<file path="src/nfcs_pkg.sv">
package nfcs_pkg;

    localparam int ADDR_BITS = 19;
    localparam int DATA_BITS = 16;

    // Request types on the input channel.
    localparam logic [1:0] REQ_ERASE   = 2'd0;
    localparam logic [1:0] REQ_PROGRAM = 2'd1;
    localparam logic [1:0] REQ_READ_ID = 2'd2;
    localparam logic [1:0] REQ_RESP    = 2'd3;

    // Bus operations on the output channel.
    localparam logic [1:0] OP_WRITE = 2'd0;
    localparam logic [1:0] OP_READ  = 2'd1;
    localparam logic [1:0] OP_DONE  = 2'd2;

    // Completion status codes.
    localparam logic [1:0] ST_OK      = 2'd0;
    localparam logic [1:0] ST_RANGE   = 2'd1;
    localparam logic [1:0] ST_TIMEOUT = 2'd2;
    localparam logic [1:0] ST_REJECT  = 2'd3;

    // Output sequences that one request can produce.
    localparam logic [2:0] SQ_DONE    = 3'd0;
    localparam logic [2:0] SQ_ID_DONE = 3'd1;
    localparam logic [2:0] SQ_TIMEOUT = 3'd2;
    localparam logic [2:0] SQ_POLL    = 3'd3;
    localparam logic [2:0] SQ_ERASE   = 3'd4;
    localparam logic [2:0] SQ_PROGRAM = 3'd5;
    localparam logic [2:0] SQ_READ_ID = 3'd6;

    localparam logic [ADDR_BITS-1:0] ADDR_UNLOCK1 = ADDR_BITS'('h555);
    localparam logic [ADDR_BITS-1:0] ADDR_UNLOCK2 = ADDR_BITS'('h2AA);
    localparam logic [ADDR_BITS-1:0] ADDR_ZERO    = '0;

    localparam logic [DATA_BITS-1:0] CMD_UNLOCK1   = DATA_BITS'('hAA);
    localparam logic [DATA_BITS-1:0] CMD_UNLOCK2   = DATA_BITS'('h55);
    localparam logic [DATA_BITS-1:0] READ_ARRAY    = DATA_BITS'('hF0);
    localparam logic [DATA_BITS-1:0] CMD_AUTOSEL   = DATA_BITS'('h90);
    localparam logic [DATA_BITS-1:0] PROGRAM_SETUP = DATA_BITS'('hA0);
    localparam logic [DATA_BITS-1:0] ERASE_SETUP   = DATA_BITS'('h80);
    localparam logic [DATA_BITS-1:0] SECTOR_ERASE  = DATA_BITS'('h30);
    localparam logic [DATA_BITS-1:0] ERASED_WORD   = {DATA_BITS{1'b1}};

    localparam logic [ADDR_BITS:0] DEVICE_WORDS_RESET = (ADDR_BITS+1)'(1 << ADDR_BITS);

    typedef struct packed {
        logic [2:0]           kind;
        logic [ADDR_BITS-1:0] addr;
        logic [DATA_BITS-1:0] data;
        logic [DATA_BITS-1:0] maker;
        logic [1:0]           status;
    } t_seq;

endpackage

</file>
<file path="src/nor_flash_command_sequencer_top.sv">
// Command sequencer for a 16-bit NOR flash with the unlock command set.
// Input channel (i_in_valid / o_in_ready): one request per item, either an
// erase, a word program, an identifier read or the data of a flash read.
// Output channel (o_out_valid / i_out_ready): one result per flash bus access
// (write or read), plus a completion carrying the status where an operation
// ends; o_last marks the final result of each request.
// Configuration channel (i_cfg_valid / o_cfg_ready): device size in words,
// always ready; write it only while no request is in flight.
// Timing: the first result of a request is valid in the cycle after it is
// accepted. Results leave one per cycle while the receiver takes them; a
// request gives 7 results for an erase, 5 for a program, 4 for each of the
// first two identifier steps and 2 for the last, 1 or 2 for a status poll and
// 1 for a rejected request. The output sequencer sets this rate; the next
// request is accepted in the cycle that its last result is taken.
// When the receiver stalls, the current result holds and no further request
// is accepted. Reset returns the block to idle, clears the buffer skip flag
// and restores the full device size.
module nor_flash_command_sequencer_top
    import nfcs_pkg::*;
(
    input  logic                 i_clk,
    input  logic                 i_rst_n,
    input  logic                 i_in_valid,
    output logic                 o_in_ready,
    input  logic [1:0]           i_req_type,
    input  logic [ADDR_BITS-1:0] i_word_addr,
    input  logic [DATA_BITS-1:0] i_write_data,
    input  logic [DATA_BITS-1:0] i_read_data,
    input  logic                 i_final_word,
    output logic                 o_out_valid,
    input  logic                 i_out_ready,
    output logic [1:0]           o_bus_op,
    output logic [ADDR_BITS-1:0] o_bus_addr,
    output logic [DATA_BITS-1:0] o_bus_data,
    output logic [DATA_BITS-1:0] o_maker_id,
    output logic [DATA_BITS-1:0] o_device_id,
    output logic [1:0]           o_status,
    output logic                 o_last,
    input  logic                 i_cfg_valid,
    output logic                 o_cfg_ready,
    input  logic [ADDR_BITS:0]   i_cfg_device_words
);

    t_seq seq;
    logic busy;
    logic accept;
    logic take;

    assign o_cfg_ready = 1'b1;
    assign o_out_valid = busy;
    assign take        = busy && i_out_ready;
    assign o_in_ready  = !busy || (i_out_ready && o_last);
    assign accept      = i_in_valid && o_in_ready;

    nfcs_ctrl u_ctrl (
        .i_clk        (i_clk),
        .i_rst_n      (i_rst_n),
        .i_accept     (accept),
        .i_req_type   (i_req_type),
        .i_word_addr  (i_word_addr),
        .i_write_data (i_write_data),
        .i_read_data  (i_read_data),
        .i_final_word (i_final_word),
        .i_cfg_write  (i_cfg_valid),
        .i_cfg_words  (i_cfg_device_words),
        .o_seq        (seq)
    );

    nfcs_emit u_emit (
        .i_clk       (i_clk),
        .i_rst_n     (i_rst_n),
        .i_load      (accept),
        .i_seq       (seq),
        .i_take      (take),
        .o_busy      (busy),
        .o_bus_op    (o_bus_op),
        .o_bus_addr  (o_bus_addr),
        .o_bus_data  (o_bus_data),
        .o_maker_id  (o_maker_id),
        .o_device_id (o_device_id),
        .o_status    (o_status),
        .o_last      (o_last)
    );

    a_ready_only_when_free: assert property (@(posedge i_clk) disable iff (!i_rst_n)
        o_in_ready |-> (!o_out_valid || (i_out_ready && o_last)))
        else $error("input taken while results are still pending");

    a_accept_gives_result: assert property (@(posedge i_clk) disable iff (!i_rst_n)
        (i_in_valid && o_in_ready) |=> o_out_valid)
        else $error("accepted request produced no result");

    a_sequence_continues: assert property (@(posedge i_clk) disable iff (!i_rst_n)
        (o_out_valid && i_out_ready && !o_last) |=> o_out_valid)
        else $error("result sequence ended without a last result");

    a_done_is_last: assert property (@(posedge i_clk) disable iff (!i_rst_n)
        (o_out_valid && o_bus_op == OP_DONE) |-> o_last)
        else $error("completion not marked as last result");

    a_status_on_done: assert property (@(posedge i_clk) disable iff (!i_rst_n)
        (o_out_valid && o_status != ST_OK) |-> (o_bus_op == OP_DONE))
        else $error("nonzero status on a bus access");

endmodule

</file>
<file path="src/nfcs_ctrl.sv">
module nfcs_ctrl
    import nfcs_pkg::*;
(
    input  logic                 i_clk,
    input  logic                 i_rst_n,
    input  logic                 i_accept,
    input  logic [1:0]           i_req_type,
    input  logic [ADDR_BITS-1:0] i_word_addr,
    input  logic [DATA_BITS-1:0] i_write_data,
    input  logic [DATA_BITS-1:0] i_read_data,
    input  logic                 i_final_word,
    input  logic                 i_cfg_write,
    input  logic [ADDR_BITS:0]   i_cfg_words,
    output t_seq                 o_seq
);

    localparam logic [1:0] PH_IDLE     = 2'd0;
    localparam logic [1:0] PH_POLL     = 2'd1;
    localparam logic [1:0] PH_ID_MAKER = 2'd2;
    localparam logic [1:0] PH_ID_DEV   = 2'd3;

    localparam logic [1:0] K_ERASE      = 2'd0;
    localparam logic [1:0] K_PROG       = 2'd1;
    localparam logic [1:0] K_PROG_FINAL = 2'd2;
    localparam logic [1:0] K_ID         = 2'd3;

    logic [ADDR_BITS:0]   r_device_words;
    logic [1:0]           r_phase, n_phase;
    logic [1:0]           r_op_kind, n_op_kind;
    logic [ADDR_BITS-1:0] r_target_addr, n_target_addr;
    logic [DATA_BITS-1:0] r_expected, n_expected;
    logic [DATA_BITS-1:0] r_maker, n_maker;
    logic                 r_skip, n_skip;
    logic                 out_of_range;

    assign out_of_range = {1'b0, i_word_addr} >= r_device_words;

    always_comb begin
        n_phase       = r_phase;
        n_op_kind     = r_op_kind;
        n_target_addr = r_target_addr;
        n_expected    = r_expected;
        n_maker       = r_maker;
        n_skip        = r_skip;
        o_seq         = '{kind: SQ_DONE, addr: '0, data: '0, maker: '0, status: ST_REJECT};

        if (i_req_type == REQ_RESP) begin
            unique case (r_phase)
                PH_POLL: begin
                    if (i_read_data[7] == r_expected[7]) begin
                        o_seq.status = ST_OK;
                        n_phase = PH_IDLE;
                    end else if (i_read_data[5]) begin
                        o_seq.kind = SQ_TIMEOUT;
                        o_seq.status = ST_TIMEOUT;
                        if (r_op_kind == K_PROG) begin
                            n_skip = 1'b1;
                        end
                        n_phase = PH_IDLE;
                    end else begin
                        o_seq.kind = SQ_POLL;
                        o_seq.addr = r_target_addr;
                    end
                end
                PH_ID_MAKER: begin
                    n_maker    = i_read_data;
                    o_seq.kind = SQ_READ_ID;
                    o_seq.addr = ADDR_BITS'(1);
                    n_phase    = PH_ID_DEV;
                end
                PH_ID_DEV: begin
                    o_seq.kind  = SQ_ID_DONE;
                    o_seq.data  = i_read_data;
                    o_seq.maker = r_maker;
                    o_seq.status = ST_OK;
                    n_phase = PH_IDLE;
                end
                default: begin
                    // A response with no sequence running is rejected.
                end
            endcase
        end else if (r_phase != PH_IDLE) begin
            // Busy: the request is rejected and the state kept.
        end else begin
            unique case (i_req_type)
                REQ_ERASE: begin
                    if (out_of_range) begin
                        o_seq.status = ST_RANGE;
                    end else begin
                        o_seq.kind    = SQ_ERASE;
                        o_seq.addr    = i_word_addr;
                        n_op_kind     = K_ERASE;
                        n_target_addr = i_word_addr;
                        n_expected    = ERASED_WORD;
                        n_phase       = PH_POLL;
                    end
                end
                REQ_PROGRAM: begin
                    if (r_skip) begin
                        if (i_final_word) begin
                            n_skip = 1'b0;
                        end
                    end else if (out_of_range) begin
                        o_seq.status = ST_RANGE;
                        if (!i_final_word) begin
                            n_skip = 1'b1;
                        end
                    end else begin
                        o_seq.kind    = SQ_PROGRAM;
                        o_seq.addr    = i_word_addr;
                        o_seq.data    = i_write_data;
                        n_op_kind     = i_final_word ? K_PROG_FINAL : K_PROG;
                        n_target_addr = i_word_addr;
                        n_expected    = i_write_data;
                        n_phase       = PH_POLL;
                    end
                end
                default: begin
                    o_seq.kind = SQ_READ_ID;
                    o_seq.addr = ADDR_ZERO;
                    n_op_kind  = K_ID;
                    n_phase    = PH_ID_MAKER;
                end
            endcase
        end
    end

    always_ff @(posedge i_clk) begin
        if (!i_rst_n) begin
            r_device_words <= DEVICE_WORDS_RESET;
            r_phase        <= PH_IDLE;
            r_op_kind      <= K_ERASE;
            r_target_addr  <= '0;
            r_expected     <= '0;
            r_maker        <= '0;
            r_skip         <= 1'b0;
        end else begin
            if (i_cfg_write) begin
                r_device_words <= i_cfg_words;
            end
            if (i_accept) begin
                r_phase       <= n_phase;
                r_op_kind     <= n_op_kind;
                r_target_addr <= n_target_addr;
                r_expected    <= n_expected;
                r_maker       <= n_maker;
                r_skip        <= n_skip;
            end
        end
    end

endmodule

</file>
<file path="src/nfcs_emit.sv">
module nfcs_emit
    import nfcs_pkg::*;
(
    input  logic                 i_clk,
    input  logic                 i_rst_n,
    input  logic                 i_load,
    input  t_seq                 i_seq,
    input  logic                 i_take,
    output logic                 o_busy,
    output logic [1:0]           o_bus_op,
    output logic [ADDR_BITS-1:0] o_bus_addr,
    output logic [DATA_BITS-1:0] o_bus_data,
    output logic [DATA_BITS-1:0] o_maker_id,
    output logic [DATA_BITS-1:0] o_device_id,
    output logic [1:0]           o_status,
    output logic                 o_last
);

    t_seq       r_seq;
    logic       r_busy;
    logic [2:0] r_step;

    assign o_busy = r_busy;

    // Unlock-pair command writes ending in a read, poll reads and completions.
    always_comb begin
        o_bus_op    = OP_WRITE;
        o_bus_addr  = ADDR_ZERO;
        o_bus_data  = '0;
        o_maker_id  = '0;
        o_device_id = '0;
        o_status    = ST_OK;
        o_last      = 1'b0;
        unique case (r_seq.kind)
            SQ_DONE: begin
                o_bus_op = OP_DONE;
                o_status = r_seq.status;
                o_last   = 1'b1;
            end
            SQ_ID_DONE, SQ_TIMEOUT: begin
                if (r_step == 3'd0) begin
                    o_bus_data = READ_ARRAY;
                end else begin
                    o_bus_op = OP_DONE;
                    o_status = r_seq.status;
                    o_last   = 1'b1;
                    if (r_seq.kind == SQ_ID_DONE) begin
                        o_maker_id  = r_seq.maker;
                        o_device_id = r_seq.data;
                    end
                end
            end
            SQ_POLL: begin
                o_bus_op   = OP_READ;
                o_bus_addr = r_seq.addr;
                o_last     = 1'b1;
            end
            SQ_ERASE: begin
                case (r_step)
                    3'd0, 3'd3: begin
                        o_bus_addr = ADDR_UNLOCK1;
                        o_bus_data = CMD_UNLOCK1;
                    end
                    3'd1, 3'd4: begin
                        o_bus_addr = ADDR_UNLOCK2;
                        o_bus_data = CMD_UNLOCK2;
                    end
                    3'd2: begin
                        o_bus_addr = ADDR_UNLOCK1;
                        o_bus_data = ERASE_SETUP;
                    end
                    3'd5: begin
                        o_bus_addr = r_seq.addr;
                        o_bus_data = SECTOR_ERASE;
                    end
                    default: begin
                        o_bus_op   = OP_READ;
                        o_bus_addr = r_seq.addr;
                        o_last     = 1'b1;
                    end
                endcase
            end
            default: begin
                // Program and identifier read share the unlock prefix.
                case (r_step)
                    3'd0: begin
                        o_bus_addr = ADDR_UNLOCK1;
                        o_bus_data = CMD_UNLOCK1;
                    end
                    3'd1: begin
                        o_bus_addr = ADDR_UNLOCK2;
                        o_bus_data = CMD_UNLOCK2;
                    end
                    3'd2: begin
                        o_bus_addr = ADDR_UNLOCK1;
                        o_bus_data = (r_seq.kind == SQ_PROGRAM) ? PROGRAM_SETUP : CMD_AUTOSEL;
                    end
                    3'd3: begin
                        o_bus_addr = r_seq.addr;
                        if (r_seq.kind == SQ_PROGRAM) begin
                            o_bus_data = r_seq.data;
                        end else begin
                            o_bus_op = OP_READ;
                            o_last   = 1'b1;
                        end
                    end
                    default: begin
                        o_bus_op   = OP_READ;
                        o_bus_addr = r_seq.addr;
                        o_last     = 1'b1;
                    end
                endcase
            end
        endcase
    end

    always_ff @(posedge i_clk) begin
        if (!i_rst_n) begin
            r_busy <= 1'b0;
            r_step <= '0;
        end else if (i_load) begin
            r_busy <= 1'b1;
            r_step <= '0;
        end else if (i_take) begin
            if (o_last) begin
                r_busy <= 1'b0;
            end
            r_step <= r_step + 3'd1;
        end
    end

    always_ff @(posedge i_clk) begin
        if (i_load) begin
            r_seq <= i_seq;
        end
    end

endmodule
</file>
<file path="config.mk">
export PLATFORM = sky130hd
export DESIGN_NAME = nor_flash_command_sequencer_top
export DESIGN_NICKNAME = d
export VERILOG_FILES = /design/src/nfcs_pkg.sv /design/src/nor_flash_command_sequencer_top.sv /design/src/nfcs_ctrl.sv /design/src/nfcs_emit.sv
export SDC_FILE = /design/constraint.sdc
export NUM_CORES = 1
export LEC_CHECK = 0
export BUFFER_PORTS_ARGS = -buffer_cell sky130_fd_sc_hd__buf_2
export CORE_MARGIN = 3
export CORE_UTILIZATION = 33
export CTS_CLUSTER_SIZE = 8
export DETAILED_ROUTE_END_ITERATION = 8
export PLACE_DENSITY = 0.55
export SYNTH_ARGS = -nofsm -noshare
export SYNTH_HDL_FRONTEND = slang
export SYNTH_SLANG_ARGS = --single-unit
</file>
<file path="constraint.sdc">
create_clock -name i_clk -period 4.49 [get_ports i_clk]
set_clock_uncertainty 0.15 [all_clocks]
set_input_delay 0.2245 -clock i_clk [delete_from_list [all_inputs] [get_ports i_clk]]
set_output_delay 0.2245 -clock i_clk [all_outputs]
set_load 0.01 [all_outputs]
</file>
==> metrics.md, run 1 <==
| Metric | Value |
|---|---|
| Status | complete, no violations |
| Die height | 145 um |
| Clock-pin slew on the worst setup and hold paths | 50 ps |
| Final Hold Viols | 0 |
| Slew headroom | 25.9% |
| GR peak layer | met2 |
| Placed Area | 7390 um^2 |
| Grt met3 use | 3.67% |
| TNS Setup | 0 ps |
| Area contributors post-synth | edfxtp_1 26%, dfxtp_1 20%, mux2i_1 8.7%, and2_1 6.7%, ha_1 5.7% |
| Simple-gate share of the synthesized area | 18.3% |
| Setup crit end kind | output port |
| Post-synth ARST share | 0% |
| Most used DFF post-synth | dfxtp_1 |
| Most common cell after layout, fill and taps aside | buf_2 |
| Max Cap Viol | 0 |
| Top cell type by total area after synthesis | edfxtp_1 |
| Post-synthesis compound-gate area fraction | 15.1% |
| Largest family of logic cells by synthesized area | simple AND/OR/NAND/NOR gates |
| Register area | 2980 um^2 |
| Inserted Diodes | 0 |
| Gpl congestion | 0.919 |
| Syn Inst Count | 649 |
| FMAX | 284 MHz |
| Cells after DPL | 1032 |
| Worst slew pin tran | 1100 ps |
| CP Launch Type | register |
| Syn nets | 757 |
| Post-Syn Area | 6410 um^2 |
| Synth top area share | 26.2% |
| Crit path max fanout | 10 |
| Place WS | 1180 ps |
| Post-synthesis mux area share | 8.92% |
| Area of the multi-input gates | 3130 um^2 |
| Fin cells | 1135 |
| WL/cell | 15.1 um |
| Sequential area share after synthesis | 46.5% |
| RSZ-0062 raised after global routing | no |
| Number of vias per cell | 4.71 |
| Largest net degree at the start of global routing | 46 |
| CTS Buf Count | 17 |
| Ports | 154 |
| DRC viols | 0 |
| Endpoints failing setup | 0 |
| Syn avg cell area | 9.88 um^2 |
| Final setup margin | 970 ps |
| Yosys warning total | 0 |
| Post-Layout Inst Area | 8700 um^2 |
| Layout cells sized above 1 | 23.3% |
| Cell Rows | 50 |
| Gr usage total | 16.1% |
| Cell Pwr Density | 352 nW/um^2 |
| Slowest cell delay on critical path | 600 ps |
| Hold crit path type | in2reg |
| First-pass GRT wire length | 27400 um |
| Leakage | 3.72 nW |
| PortBufs | 152 |
| Critical path's slowest cell | o22ai_1 |
| Final core occ | 46.1% |
| Min Tclk post-route | 3520 ps |
| Root Buffer | clkbuf_16 |
| H-tree Lvls | 4 |
| Synth Area in Adders | 5.66% |
| Pwr Total | 3.07 mW |
| Peak VDD IR | 219 uV |
| Critical-path cell list | inv_1 -> ha_1 -> o21bai_1 -> nand2_1 -> o32a_1 -> o22ai_1 -> and2_1 -> buf_2 |
| Post-synth EDFFs | 56 |
| Initial Util | 33.9% |
| DPL Wire Length | 12300 um |
| Vias in the first global route | 5256 |
| Crit Path Class | reg2out |
| Max-slew violation count | 0 |
| Drt initial violations | 243 |
| Die W | 145 um |
| Final antenna-violating net count | 0 |
| Synth cell types | 65 |
| WP data arrival | 3150 ps |
| Core footprint | 18900 um^2 |
| Post-cts resize count | 0 |
| Crit path buf inv count | 2 |
| Clock Path Buffers | 2 |
| Grt total ovfl | 0 |
| Sink Count | 121 |
| Most frequent cells in the layout | 152 x buf_2, 76 x nand2_1, 71 x dlygate4sd3_1, 69 x and2_1, 65 x dfxtp_1 |
| WHS | 65.5 ps |
| Met2 GRT Util | 26.7% |
| P&R area growth vs syn | 35.7% |
| Xor/xnor cell area share of the yosys netlist | 0.410% |
| Crit path max-delay family | compound AO/OA/AOI/OAI gates |
| Flops & latches, synth | 121 |
| Final net count | 970 |
| Total wire length | 17200 um |
| Initial antenna violation count | 1 |
| CTS tree | yes |
| Crit path required time | 4120 ps |
| Crit share post-route | 78.4% |
| Via count | 5351 |
| Met1 usage | 21.0% |
| Clk Latency, worst-skew pair | 410 ps |
| 1st-pass router iterations | 5 |
| Die area | 21100 um^2 |
| FILL cells | 1846 |
## final timing paths
check	start	to	slack, ps	cells past startpoint
max	u_emit.r_step[1]	o_bus_addr[16]	970	8
min	i_final_word	u_ctrl.r_skip	70	4
max reg2reg	u_emit.r_step[2]	u_ctrl.r_target_addr[7]	1130	8
min reg2reg	u_ctrl.r_target_addr[0]	u_ctrl.r_target_addr[0]	300	2
## logic make-up (layout without fill, tap and decap cells)
family,count (synthesis),after routing
flops,121,121
fa+ha+maj,29,29
simple gates,241,241
compound gates,126,126
xor+xnor,3,3
mux,57,57
other cells,1,1
buf+inv,71,297
## worst register-to-register path: cells and delay by family (launching register included)
family	cells	cell delay, ps
flops	1	600
mux	1	240
simple gates	2	770
compound gates	3	1020
fa+ha+maj	1	320
buf+inv	1	180
## where the power goes
group          switching [mW]  internal [mW]  total [mW]  leakage (nW)
Clock                   0.488          0.870        1.36         0.275
Combinational           0.241          0.203       0.444          2.36
Sequential             0.0381           1.23        1.26          1.08
## state kept, by name, summed over array words and instances (netlist names)
| name | flops |
|---|---|
| u_emit.r_step | 3 |
| u_ctrl.r_phase | 2 |
| u_emit.r_seq | 56 |
| u_ctrl.r_target_addr | 19 |
| u_ctrl.r_device_words | 20 |
| u_ctrl.r_expected | 1 |
| u_ctrl.r_op_kind | 2 |
| u_emit.o_busy | 1 |
| u_ctrl.r_maker | 16 |
| u_ctrl.r_skip | 1 |
## layer usage
layer	wire, um	part of all wire, %
met3	752	4.4
met5	13	0.076
met2	8250	48
met1	7890	46
met4	280	1.6
## layout make-up
class | instances | area share, %
clock buffer | 17 | 4.89
timing repair buffer | 231 | 17.6
sequential | 121 | 34.3
clock inverter | 15 | 2.06
inverter | 34 | 1.47
tap | 260 | 3.74
multi-input combinational | 457 | 36.0
## synth_stat cells, drive strengths merged (3+ instances only)
master  instances
o31ai           5
and2           70
nand3           3
nor2b           5
o21a            4
dfxtp          65
nand2          76
o221ai          3
a21oi          23
inv            33
a211oi          8
mux2i          56
clkbuf         27
nor3            8
nand2b          3
o21ai          18
a31oi           3
xnor2           3
nor3b           5
a21o            5
nor2           59
a22o           34
buf            10
edfxtp         56
ha             29
## timing repair
action	4_1_cts	5_1_grt
setup buffers	0	0
endpoints found under the hold margin	81	0
hold buffers	71	0
Note: power is estimated with default switching activity, not from simulation.
==> inputs of run 2 (changes only) <==
==> constraint.sdc (replaced) <==
create_clock -name i_clk -period 3.5 [get_ports i_clk]
set_clock_uncertainty 0.15 [all_clocks]
set_input_delay 0.175 -clock i_clk [delete_from_list [all_inputs] [get_ports i_clk]]
set_output_delay 0.175 -clock i_clk [all_outputs]
set_load 0.01 [all_outputs]
==> run 2 against run 1 <==
Net effect: core utilization grew 0.66 points; wire length grew 3.9%; combinational power grew 35%; sequential share of layout area shrank 0.48 points; final cell count grew 1.4%; critical path type unchanged.
==> metrics.md, run 2 (synthesis gave the netlist of run 1 again) <==
| Metric | Value |
|---|---|
| Gr usage total | 16.9% (+0.81 points) |
| Biggest register | u_emit.r_seq |
| Met2 GRT Util | 28.9% (+2.2 points) |
| Slew headroom | 32.1% (+6.1 points) |
| TNS Setup | 0 ps (unchanged) |
| Peak VDD IR | 319 uV (+46%) |
| Clock-pin slew on the worst setup and hold paths | 60 ps (about the same) |
| Hold crit path type | in2reg |
| Pwr Total | 3.94 mW (+29%) |
| CP Launch Type | register |
| Die W | 145 um (unchanged) |
| Post-cts resize count | 0 (unchanged) |
| Gpl congestion | 0.881 (-4.1%) |
| Ports | 154 (unchanged) |
| Max Cap Viol | 0 (unchanged) |
| Min Tclk post-route | 3210 ps |
| WHS | 88.9 ps (+23.4 ps) |
| Comb pwr share | 15.2% (+0.7 points) |
| PortBufs | 152 (unchanged) |
| Critical path's slowest cell | dfxtp_1 |
| Grt met3 use | 4.20% (+0.53 points) |
| Total wire length | 17800 um (+3.9%) |
| WL/cell | 15.5 um (+2.4%) |
| Initial Util | 33.9% (unchanged) |
| Crit Path Class | reg2out |
| CTS Buf Count | 17 (unchanged) |
| Die height | 145 um (unchanged) |
| DRC viols | 0 (unchanged) |
| Switching share of total power | 26.3% (+1.2 points) |
| First-pass GRT wire length | 28900 um (+5.3%) |
| Core footprint | 18900 um^2 (unchanged) |
| Clock Path Buffers | 2 (unchanged) |
| Drt initial violations | 221 (-9.1%) |
| Crit path required time | 3170 ps (-950 ps) |
| Most common cell after layout, fill and taps aside | buf_2 |
| Crit path max fanout | 10 (unchanged) |
| Critical-path cell list | inv_1 -> ha_1 -> o21bai_1 -> nand2_1 -> o32a_1 -> o22ai_1 -> buf_4 -> and2_1 -> buf_2 |
| Leakage | 3.80 nW (+2.4%) |
| Worst slew pin tran | 1020 ps (-83.3 ps) |
| Largest registers | u_emit.r_seq: 56 flops, u_ctrl.r_device_words: 20 flops, u_ctrl.r_target_addr: 19 flops |
| Status | complete, no violations |
| DPL Wire Length | 12700 um (+2.9%) |
| Final antenna-violating net count | 0 (unchanged) |
| Initial antenna violation count | 0 (-1) |
| Root Buffer | clkbuf_16 |
| Most frequent cells in the layout | 152 x buf_2, 76 x nand2_1, 74 x dlygate4sd3_1, 69 x and2_1, 65 x dfxtp_1 |
| Final setup margin | 289 ps (-681 ps) |
| Clk pwr share | 43.9% (-0.4 points) |
| Met1 usage | 21.0% (about the same) |
| Endpoints failing setup | 0 (unchanged) |
| Cells after DPL | 1043 (+1.1%) |
| Fin cells | 1151 (+1.4%) |
| Slowest cell delay on critical path | 510 ps (-90 ps) |
| Final core occ | 46.7% (+0.66 points) |
| Cell Rows | 50 (unchanged) |
| Switching pwr | 1.04 mW (+35%) |
| Placed Area | 7470 um^2 (+1.2%) |
| Sink Count | 121 (unchanged) |
| FMAX | 311 MHz |
| Die area | 21100 um^2 (unchanged) |
| Max-slew violation count | 0 (unchanged) |
| Layout cells sized above 1 | 24.5% (+1.2 points) |
| Grt total ovfl | 0 (unchanged) |
| Largest net degree at the start of global routing | 45 (-2.2%) |
| Crit share post-route | 91.7% |
| GR peak layer | met2 |
| Final net count | 985 (+1.5%) |
| RSZ-0062 raised after global routing | no |
| FILL cells | 1860 (+0.76%) |
| H-tree Lvls | 4 (unchanged) |
| Final Hold Viols | 0 (unchanged) |
| Largest register FFs | 56 (unchanged) |
| Setup crit end kind | output port |
| Cell Pwr Density | 447 nW/um^2 (+27%) |
| Power Internal | 2.91 mW (+27%) |
| 1st-pass router iterations | 5 (unchanged) |
| Post-Layout Inst Area | 8820 um^2 (+1.4%) |
| Place WS | 245 ps (-934 ps) |
| Via count | 5433 (+1.5%) |
| Number of vias per cell | 4.72 (+0.12%) |
| P&R area growth vs syn | 37.6% |
| CTS tree | yes |
| Vias in the first global route | 5559 (+5.8%) |
| WP data arrival | 2890 ps (-260 ps) |
| Clk Latency, worst-skew pair | 410 ps (about the same) |
| Flop pwr share | 40.9% (-0.3 points) |
==> run 2: cell count changes in the layout (fill, tap and decap cells not counted), sizes merged <==
cell         change
clkinvlp         -5
buf             +12
diode            +1
dlygate4sd3      +3
inv              +6
bufinv           -1
==> run 2: timing repair <==
action / in CTS / in global routing
setup endpoints to repair: 0 / 9
endpoints found under the hold margin: 92 / 0
hold buffers: 74 / 0
buffers inserted: 0 / 1
==> run 2: layout make-up <==
type,instances,area (um^2),share of cell area (%)
multi-input combinational,457,3130,35.5
sequential,121,2980,33.8
timing repair buffer,246,1660,18.9
clock buffer,17,425,4.82
tap,260,325,3.69
clock inverter,15,165,1.87
inverter,34,128,1.45
antenna,1,2.50,0.0284
==> run 2: routing by layer <==
metal	vias to the layer above	part of all wire [%]
met5	-	0
met4	0	1.6
met3	21	4.4
met2	125	49
met1	2541	45
li1	2746	-
==> run 2: critical path: cells and delay by family, from the launching register on <==
family / cells / cell delay, ps
adders and majority gates: 1 / 300
AOI/OAI and AO/OA: 3 / 910
buffers and inverters: 3 / 450
DFF: 1 / 510
and+or+nand+nor: 2 / 310
==> run 2: final timing paths <==
path / startpoint / to / cells after the start / slack (ps)
min: i_req_type[1] / u_ctrl.r_skip / 3 / 90
max reg2reg: u_emit.r_step[1] / u_ctrl.r_phase[0] / 8 / 560
max: u_emit.r_step[1] / o_bus_addr[17] / 9 / 290
min reg2reg: u_ctrl.r_target_addr[0] / u_ctrl.r_target_addr[0] / 2 / 300
==> run 2: power groups by stage <==
stage / Combinational, mW / Sequential, mW / Clock (mW)
finish: 0.598 / 1.61 / 1.73
floorplan: 0.341 / 1.63 / 0
global route: 0.664 / 1.62 / 1.84
detailed placement: 0.536 / 1.64 / 0
global placement: 0.536 / 1.64 / 0
CTS: 0.603 / 1.61 / 1.77
